`config.mk`:
```
export PLATFORM = sky130hd
export DESIGN_NAME = timed_stereo_mono_flipper
export DESIGN_NICKNAME = d
export VERILOG_FILES = /design/src/rtl/tsmf_pkg.sv /design/src/rtl/timed_stereo_mono_flipper.sv
export SDC_FILE = /design/constraint.sdc
export NUM_CORES = 2
export LEC_CHECK = 0
export ABC_CLOCK_PERIOD_IN_PS = 11800
export BUFFER_PORTS_ARGS = -buffer_cell sky130_fd_sc_hd__buf_4
export CORE_ASPECT_RATIO = 1.1
export CORE_MARGIN = 5
export CORE_UTILIZATION = 64
export DETAILED_ROUTE_END_ITERATION = 8
export PLACE_DENSITY = 0.82
export RECOVER_POWER = 25
export SLEW_MARGIN = 20
export SYNTH_ARGS = -nofsm -noshare
export SYNTH_HDL_FRONTEND = slang
export SYNTH_SLANG_ARGS = --single-unit
```
`constraint.sdc`:
```
create_clock -name clk -period 11.8 [get_ports clk]
set_input_delay 2.95 -clock clk [delete_from_list [all_inputs] [get_ports clk]]
set_output_delay 2.95 -clock clk [all_outputs]
set_load 0.005 [all_outputs]
```
`src/rtl/tsmf_pkg.sv`:
```
// ----------------------------------------------------------------------------
// tsmf_pkg
// Shared widths, register codes, reset values and sequencer states of the stereo/mono flipper.
// ----------------------------------------------------------------------------
package tsmf_pkg;

    localparam int SAMPLE_BITS_DEF  = 24;
    localparam int COUNTER_BITS_DEF = 28;

    localparam int HP_BITS       = 27;
    localparam int FL_BITS       = 16;
    localparam int CFG_IDX_BITS  = 8;
    localparam int CFG_DATA_BITS = 27;
    localparam int FRAC_BITS     = 16;

    localparam logic [CFG_IDX_BITS-1:0] REG_HALF_PERIOD = CFG_IDX_BITS'(0);
    localparam logic [CFG_IDX_BITS-1:0] REG_FADE_LENGTH = CFG_IDX_BITS'(1);

    localparam logic [HP_BITS-1:0] HP_RESET = HP_BITS'(2880000);
    localparam logic [FL_BITS-1:0] FL_RESET = FL_BITS'(4800);

    localparam logic [FRAC_BITS:0] UNITY_Q16 = {1'b1, {FRAC_BITS{1'b0}}};

    typedef enum logic [6:0] {
        ST_IDLE  = 7'b0000001,
        ST_SETUP = 7'b0000010,
        ST_DIV   = 7'b0000100,
        ST_MUL_S = 7'b0001000,
        ST_MUL_L = 7'b0010000,
        ST_MUL_R = 7'b0100000,
        ST_FIN   = 7'b1000000
    } state_t;

endpackage

```
`src/rtl/timed_stereo_mono_flipper.sv`:
```
// ----------------------------------------------------------------------------
// timed_stereo_mono_flipper
// Wrapping sample counter switching stereo and mono with linear crossfades.
// ----------------------------------------------------------------------------
// Sequence: an accepted beat passes through setup, the radix-2 fade-fraction
// divider (only inside a fade), the sum, left and right multiply steps and a
// finish state that waits for the output to be free. The sequencer and its
// single shared multiplier hold one item at a time.
// Reset: asynchronous, clears counter and handshake state, registers to
// their defaults.
module timed_stereo_mono_flipper
    import tsmf_pkg::*;
#(
    parameter int SAMPLE_BITS  = SAMPLE_BITS_DEF,
    parameter int COUNTER_BITS = COUNTER_BITS_DEF
)
(
    input  logic                          clk,
    input  logic                          rst_n,
    input  logic                          cfg_valid,
    output logic                          cfg_ready,
    input  logic [CFG_IDX_BITS-1:0]       cfg_index,
    input  logic [CFG_DATA_BITS-1:0]      cfg_data,
    input  logic                          in_valid,
    output logic                          in_ready,
    input  logic signed [SAMPLE_BITS-1:0] left_in,
    input  logic signed [SAMPLE_BITS-1:0] right_in,
    output logic                          out_valid,
    input  logic                          out_ready,
    output logic signed [SAMPLE_BITS-1:0] left_out,
    output logic signed [SAMPLE_BITS-1:0] right_out
);

    localparam int CW  = (COUNTER_BITS > HP_BITS + 1) ? COUNTER_BITS : HP_BITS + 1;
    localparam int PW  = SAMPLE_BITS + FRAC_BITS + 3;
    localparam int AW  = PW + 1;
    localparam int DCW = $clog2(FRAC_BITS);

    state_t state_reg, state_next;

    logic [HP_BITS-1:0]      hp_reg;
    logic [FL_BITS-1:0]      fl_reg;
    logic [COUNTER_BITS-1:0] cnt_reg;

    logic signed [SAMPLE_BITS-1:0] l_reg, r_reg, lres_reg;
    logic signed [SAMPLE_BITS-1:0] lout_reg, rout_reg;
    logic                          out_valid_reg;

    logic [FRAC_BITS:0]   m_reg;
    logic                 inv_reg;
    logic [FRAC_BITS:0]   rem_reg;
    logic [FRAC_BITS-1:0] q_reg;
    logic [DCW-1:0]       div_cnt_reg;

    logic signed [PW-1:0] prod_reg, psum_reg;

    // counter step
    logic [COUNTER_BITS-1:0] cnt_inc;
    logic                    cnt_wrap;

    // phase decode
    logic [CW-1:0]        t_ext, hp_ext, fl_ext, e_ext;

    // divider step
    logic [FRAC_BITS:0]   rem_dbl;
    logic                 rem_ge;
    logic [FRAC_BITS-1:0] q_next;

    // shared multiplier
    logic signed [SAMPLE_BITS:0] mul_a;
    logic signed [FRAC_BITS+1:0] mul_b;
    logic signed [PW-1:0]        mul_p;
    logic [FRAC_BITS:0]          w_val;
    logic signed [AW-1:0]        acc;
    logic signed [SAMPLE_BITS-1:0] acc_res;

    logic out_free;

    assign cfg_ready = 1'b1;
    assign in_ready  = (state_reg == ST_IDLE);
    assign out_valid = out_valid_reg;
    assign left_out  = lout_reg;
    assign right_out = rout_reg;
    assign out_free  = !out_valid_reg || out_ready;

    assign cnt_inc  = cnt_reg + 1'b1;
    assign cnt_wrap = CW'(cnt_inc) > CW'({hp_reg, 1'b0});

    assign t_ext  = CW'(cnt_reg);
    assign hp_ext = CW'(hp_reg);
    assign fl_ext = CW'(fl_reg);
    assign e_ext  = t_ext - hp_ext;

    assign rem_dbl = {rem_reg[FRAC_BITS-1:0], 1'b0};
    assign rem_ge  = rem_dbl >= {1'b0, fl_reg};
    assign q_next  = {q_reg[FRAC_BITS-2:0], rem_ge};

    assign w_val = UNITY_Q16 - m_reg;

    always_comb
    begin
        mul_a = (SAMPLE_BITS+1)'(l_reg) + (SAMPLE_BITS+1)'(r_reg);
        mul_b = $signed({1'b0, m_reg});
        case (state_reg)
            ST_MUL_L:
            begin
                mul_a = (SAMPLE_BITS+1)'(l_reg);
                mul_b = $signed({1'b0, w_val});
            end
            ST_MUL_R:
            begin
                mul_a = (SAMPLE_BITS+1)'(r_reg);
                mul_b = $signed({1'b0, w_val});
            end
            default:
            begin
            end
        endcase
    end

    assign mul_p   = PW'(mul_a * mul_b);
    assign acc     = (AW'(prod_reg) <<< 1) + AW'(psum_reg);
    assign acc_res = acc[SAMPLE_BITS+FRAC_BITS:FRAC_BITS+1];

    always_comb
    begin
        state_next = state_reg;
        case (state_reg)
            ST_IDLE:  if (in_valid) state_next = ST_SETUP;
            ST_SETUP:
            begin
                if ((t_ext < hp_ext && t_ext < fl_ext) ||
                    (t_ext >= hp_ext && e_ext < fl_ext))
                    state_next = ST_DIV;
                else
                    state_next = ST_MUL_S;
            end
            ST_DIV:   if (div_cnt_reg == '0) state_next = ST_MUL_S;
            ST_MUL_S: state_next = ST_MUL_L;
            ST_MUL_L: state_next = ST_MUL_R;
            ST_MUL_R: state_next = ST_FIN;
            ST_FIN:   if (out_free) state_next = ST_IDLE;
            default:  state_next = ST_IDLE;
        endcase
    end

    always_ff @(posedge clk or negedge rst_n)
    begin
        if (!rst_n)
        begin
            state_reg     <= ST_IDLE;
            hp_reg        <= HP_RESET;
            fl_reg        <= FL_RESET;
            cnt_reg       <= '0;
            out_valid_reg <= 1'b0;
        end
        else
        begin
            state_reg <= state_next;
            if (cfg_valid)
            begin
                case (cfg_index)
                    REG_HALF_PERIOD: hp_reg <= cfg_data[HP_BITS-1:0];
                    REG_FADE_LENGTH: fl_reg <= cfg_data[FL_BITS-1:0];
                    default:
                    begin
                    end
                endcase
            end
            if (state_reg == ST_IDLE && in_valid)
                cnt_reg <= cnt_wrap ? '0 : cnt_inc;
            if (state_reg == ST_FIN && out_free)
                out_valid_reg <= 1'b1;
            else if (out_ready)
                out_valid_reg <= 1'b0;
        end
    end

    always_ff @(posedge clk)
    begin
        case (state_reg)
            ST_IDLE:
            begin
                if (in_valid)
                begin
                    l_reg <= left_in;
                    r_reg <= right_in;
                end
            end
            ST_SETUP:
            begin
                q_reg       <= '0;
                div_cnt_reg <= DCW'(FRAC_BITS - 1);
                if (t_ext < hp_ext)
                begin
                    inv_reg <= 1'b1;
                    rem_reg <= {1'b0, t_ext[FRAC_BITS-1:0]};
                    m_reg   <= '0;
                end
                else
                begin
                    inv_reg <= 1'b0;
                    rem_reg <= {1'b0, e_ext[FRAC_BITS-1:0]};
                    m_reg   <= UNITY_Q16;
                end
            end
            ST_DIV:
            begin
                rem_reg     <= rem_ge ? rem_dbl - {1'b0, fl_reg} : rem_dbl;
                q_reg       <= q_next;
                div_cnt_reg <= div_cnt_reg - 1'b1;
                if (div_cnt_reg == '0)
                    m_reg <= inv_reg ? UNITY_Q16 - {1'b0, q_next} : {1'b0, q_next};
            end
            ST_MUL_S: psum_reg <= mul_p;
            ST_MUL_L: prod_reg <= mul_p;
            ST_MUL_R:
            begin
                lres_reg <= acc_res;
                prod_reg <= mul_p;
            end
            ST_FIN:
            begin
                if (out_free)
                begin
                    lout_reg <= lres_reg;
                    rout_reg <= acc_res;
                end
            end
            default:
            begin
            end
        endcase
    end

endmodule

```
Yosys cells after proc, flatten, opt, wreduce, memory -nomap -nowiden

Cells that the tools add are included.

Add/sub/neg operators: 8
Multiply operators: 1
Order comparisons: 6
Equal/unequal tests: 11
Mux-type cells: 20
Reductions and logical operators: 18

Operator list:

| cell                     | count |
|---|---|
| $mux W17                 | 4 |
| $lt A28 B16 Y1           | 2 |
| $pmux W25 S2             | 1 |
| $pmux W7 S7              | 1 |
| $add A41 B41 Y41         | 1 |
| $mul A25 B18 Y41         | 1 |
| $pmux W17 S2             | 1 |
| $mux W16                 | 2 |
| $pmux W16 S2             | 1 |
| $pmux W15 S2             | 1 |
| $add A28 B1 Y28 const B  | 1 |
| $ge A28 B27 Y1           | 1 |
| $gt A28 B28 Y1           | 1 |
| $lt A28 B27 Y1           | 1 |
| $mux W28                 | 1 |
| $sub A28 B27 Y28         | 1 |
| $add A24 B24 Y25         | 1 |
| $mux W7                  | 3 |
| $ge A17 B16 Y1           | 1 |
| $sub A17 B16 Y17 const A | 1 |
| $sub A17 B17 Y17 const A | 1 |
| $sub A16 B16 Y16         | 1 |
| $reduce_and A2 Y1        | 5 |
| $eq A8 B1 Y1 const B     | 1 |
| 20 further kinds         | 29 |

Bits in registers: 333
Bits of input ports: 88
Output and inout bits: 51
Logic and storage cells: 81

Logic depth before layout (Yosys ltp)

Word-level depth: 6
Depth in mapped cells: 36
Gate-level depth less buffers: 35

Worst setup path before layout

Ideal clock, no wire load.

Kind: reg2reg
From: reg state_reg[3]
To: reg prod_reg[31], data pin
Library setup time: 270 ps
Arrival time: 8175 ps
Data required time: 11530 ps
Slack: 3355 ps
Stages on the path, launching flop included: 28
Period minus slack after synthesis: 8445 ps
Path through: dfrtp_1 > nor4_1 > and4bb_2 > buf_2 > buf_2 > buf_1 > a22oi_1 > o21ai_1 > nand2_1 > fa_1 > inv_1 > fa_1 > fa_1 > fa_1 > fa_1 > inv_1 > fa_1 > inv_1 > ha_1 > a21oi_1 > o21ai_0 > a221o_1 > a21oi_1 > o21ai_1 > a221o_1 > a2111oi_0 > nor3_1 > xor2_1

Word-level cells in the longest chain between the ends: 4
Elaborated cells on any way between the ends: 6
Those cells by class: 1 x mul; 2 x eq/ne; 2 x mux; 1 x reduce/logical

Ends and longest elaborated chain:

| item                                         | RTL line                         | RTL |
|---|---|---|
| start: declaration                           | timed_stereo_mono_flipper.sv:39  | `state_t state_reg, state_next;` |
| start signal: assignment                     | timed_stereo_mono_flipper.sv:159 | `state_reg <= state_next;` |
| $eq A7 B6 Y1 or $eq A7 B5 Y1 (tied branches) | timed_stereo_mono_flipper.sv:104 | `case (state_reg)` |
| $reduce_or A2 Y1 (no line)                   | -                                |  |
| $mux W17                                     | timed_stereo_mono_flipper.sv:104 |  |
| $mul A25 B18 Y41 *                           | timed_stereo_mono_flipper.sv:121 | `assign mul_p = PW'(mul_a * mul_b);` |
| net mul_p[31]                                | timed_stereo_mono_flipper.sv:72  | `logic signed [PW-1:0] mul_p;` |
| end signal: assignment                       | timed_stereo_mono_flipper.sv:216 | `ST_MUL_L: prod_reg <= mul_p;` |
| end signal: assignment                       | timed_stereo_mono_flipper.sv:220 | `prod_reg <= mul_p;` |
| end: declaration                             | timed_stereo_mono_flipper.sv:55  | `logic signed [PW-1:0] prod_reg, psum_reg;` |

The timed path passes the listed nets; every way through them passes the cells marked *.
A chain may end at the register's enable or synchronous reset.

Worst setup path in the final report

From: reg state_reg[3]
To: reg psum_reg[40], data pin

Word-level cells in the longest chain between the ends: 4
Elaborated cells on any way between the ends: 6
Those cells by class: 1 x mul; 2 x eq/ne; 2 x mux; 1 x reduce/logical

Ends and longest elaborated chain:

| item                                         | RTL line                         | RTL |
|---|---|---|
| $eq A7 B6 Y1 or $eq A7 B5 Y1 (tied branches) | timed_stereo_mono_flipper.sv:104 |  |
| $reduce_or A2 Y1 (no line)                   | -                                |  |
| $mux W17                                     | timed_stereo_mono_flipper.sv:104 |  |
| $mul A25 B18 Y41 *                           | timed_stereo_mono_flipper.sv:121 |  |
| net mul_p[40]                                | timed_stereo_mono_flipper.sv:72  |  |
| end signal: assignment                       | timed_stereo_mono_flipper.sv:215 | `ST_MUL_S: psum_reg <= mul_p;` |
| end: declaration                             | timed_stereo_mono_flipper.sv:55  |  |

Marks and branches as above.

==> flow_metrics.env <==
export IMPL_status="finished, violations left"
export IMPL_violations="capacitance limit, slew limit"
export IMPL_synth_area_mm2=0.0336
export IMPL_slew_headroom_pct=-80.3
export IMPL_rsz0062_at_grt="no"
export IMPL_ys_flop_type="edfxtp_1"
export IMPL_critical_path_max_stage_delay_ps=740
export IMPL_post_dp_hpwl_um=63300
export IMPL_synthArstFlopShare_pct=23.8
export IMPL_post_cts_setup_buffers=0
export IMPL_cp_arrival_ps=10380
export IMPL_grt_max_degree=80
export IMPL_core_rowCount=88
export IMPL_finalSetupViolCount=0
export IMPL_cts_htree_levels=2
export IMPL_ys_seq_area_share_pct=28.6
export IMPL_die_h_um=250
export IMPL_start_kind="flip-flop"
export IMPL_hold_path_class="reg2reg"
export IMPL_crit_top_cell="fa_1"
export IMPL_cts_made_buffers=37
export IMPL_drive_gt1_share_pct=8.01
export IMPL_path_clk_slew_ps=60
export IMPL_core_area_mm2=0.0522
export IMPL_cts_root_buf="clkbuf_16"
export IMPL_boundaryPins=139
export IMPL_synth_most_common_cell="inv_1"
export IMPL_synth_edff_count=253
export IMPL_avgViaCountPerCell=5.93
export IMPL_ys_warn_count=0
export IMPL_yosysTopAreaCell="fa_1"
export IMPL_drt_iter0_markers=1679
export IMPL_postSynthCellCount=3407
export IMPL_clk_latency_ps=590
export IMPL_hold_viol=0
export IMPL_max_freq_mhz=99.5
export IMPL_fin_crit_sh_pct=85.2
export IMPL_fillers=3822
export IMPL_grt_pass1_vias=26700
export IMPL_die_area_mm2=0.0571
export IMPL_synthTopCellsByArea="fa_1 24%, edfxtp_1 23%, ha_1 9.9%"
export IMPL_hold_buffers=0
export IMPL_ys_ff_latch=332
export IMPL_initial_utilization_pct=64.3
export IMPL_post_cts_resized=0
export IMPL_die_w_um=228
export IMPL_antenna_found_initial=2
export IMPL_max_cap_viol_count=2
export IMPL_num_vias=25100
export IMPL_path_class="reg2reg"
export IMPL_skew_ps=28.2
export IMPL_cts_max_path_buffers=3
export IMPL_critPathCaptureType="flip-flop"
export IMPL_cts_tree="done"
export IMPL_drc_errors=0
export IMPL_min_period_ps=10050
export IMPL_avgSynthCellArea_um2=9.85
export IMPL_synth_common_cells="592 x inv_1, 402 x fa_1, 334 x nor2_1"
export IMPL_grt_usage_pct=28.9
export IMPL_place_congestion=0.973
export IMPL_wl_um=81400
export IMPL_overflow=0
export IMPL_finalSetupTns_ps=0
export IMPL_cp_max_fo=43
export IMPL_grt_pass1_wl_um=134000
export IMPL_slowest_stage="inv_1"
export IMPL_syn_nets=4163
export IMPL_port_buffers=137
export IMPL_n_antenna_cell=0
export IMPL_drv_slew=93
export IMPL_clock_sinks=332
export IMPL_tightestPinTransition_ps=2700
export IMPL_yosys_cell_types_count=86
export IMPL_crit_required_ps=12130
export IMPL_synth_top_area_share_pct=24.0
export IMPL_wl_per_cell_um=19.2
export IMPL_syn_to_final_growth_pct=9.05
export IMPL_drt_first_pass_iters=6
export IMPL_drtAntennaViolNets=0
export IMPL_final_nets=4287
-- final timing paths --
path	startpoint	end	slack [ps]	cells after the start
max	state_reg[3]	psum_reg[40]	1750	31
min	lres_reg[23]	left_out[23]	420	0
max reg2reg	state_reg[3]	psum_reg[40]	1750	31
min reg2reg	lres_reg[23]	left_out[23]	420	0
max in group asynchronous	rst_n	state_reg[5]	8910	1
min in group asynchronous	rst_n	cnt_reg[22]	2400	1
-- layout make-up --
class,instances,area [um2],share of cell area [%]
tap,675,845,2.31
multi-input combinational,2376,21400,58.4
clock buffer,45,987,2.70
inverter,595,2230,6.10
clock inverter,22,270,0.738
timing repair buffer,189,1310,3.58
sequential,332,9590,26.2
-- through the flow --
step	util, %	hold WS, ps	cells	cell area, um2	setup slack, ps
finish	70.1	418	4234	36600	1750
global route	70.1	427	4234	36600	1150
CTS	70.3	419	4233	36700	2190
detailed placement	67.9	405	4166	35500	2230
global placement	67.9	400	4166	35500	2450
floorplan	-	400	3407	33600	3360
-- kinds of logic (layout without fill, tap and decap cells) --
logic type	Yosys count	after routing	share of synthesized area [%]
other	1	1	0.0112
AO/OA/AOI/OAI	559	559	11.3
AND/OR/NAND/NOR	938	938	12.6
flip-flops	332	332	28.6
buffers and inverters	699	851	7.97
XOR/XNOR	178	178	4.67
multiplexers	31	31	0.988
adder cells (fa/ha/maj)	669	669	33.9
-- cell usage in the layout (no fill, tap or decap), types with 34 or more instances in the layout --
cell and instances:
dfrtp_1 65, a21oi_1 122, clkbuf_16 38, xnor2_1 104, ha_1 266, a21o_1 61
o21ai_0 127, inv_1 592, fa_1 402, clkbuf_1 35, nand2_1 317, xor2_1 67
nand3_1 37, nor3_1 34, nor2_1 333, buf_4 135, edfxtp_1 253
-- layer usage --
metal / global-route usage [%] / up-vias / share of wire, %
met5: 0 / - / 0.016
met4: 14.5 / 2 / 6.0
met3: 5.00 / 315 / 7.6
met2: 51.6 / 1039 / 50
met1: 33.8 / 12300 / 36
li1: - / 11500 / -
-- critical path: cells and delay by family (launching register included) --
family | cells | cell delay, ps
AO/OA/AOI/OAI | 7 | 1810
XOR/XNOR | 2 | 250
adder cells (fa/ha/maj) | 7 | 3440
buffers and inverters | 8 | 2180
flip-flops | 1 | 420
AND/OR/NAND/NOR | 7 | 1630
Power is not shown: default switching activity piles up to over one toggle a cycle in this logic, so the estimate is an artifact.
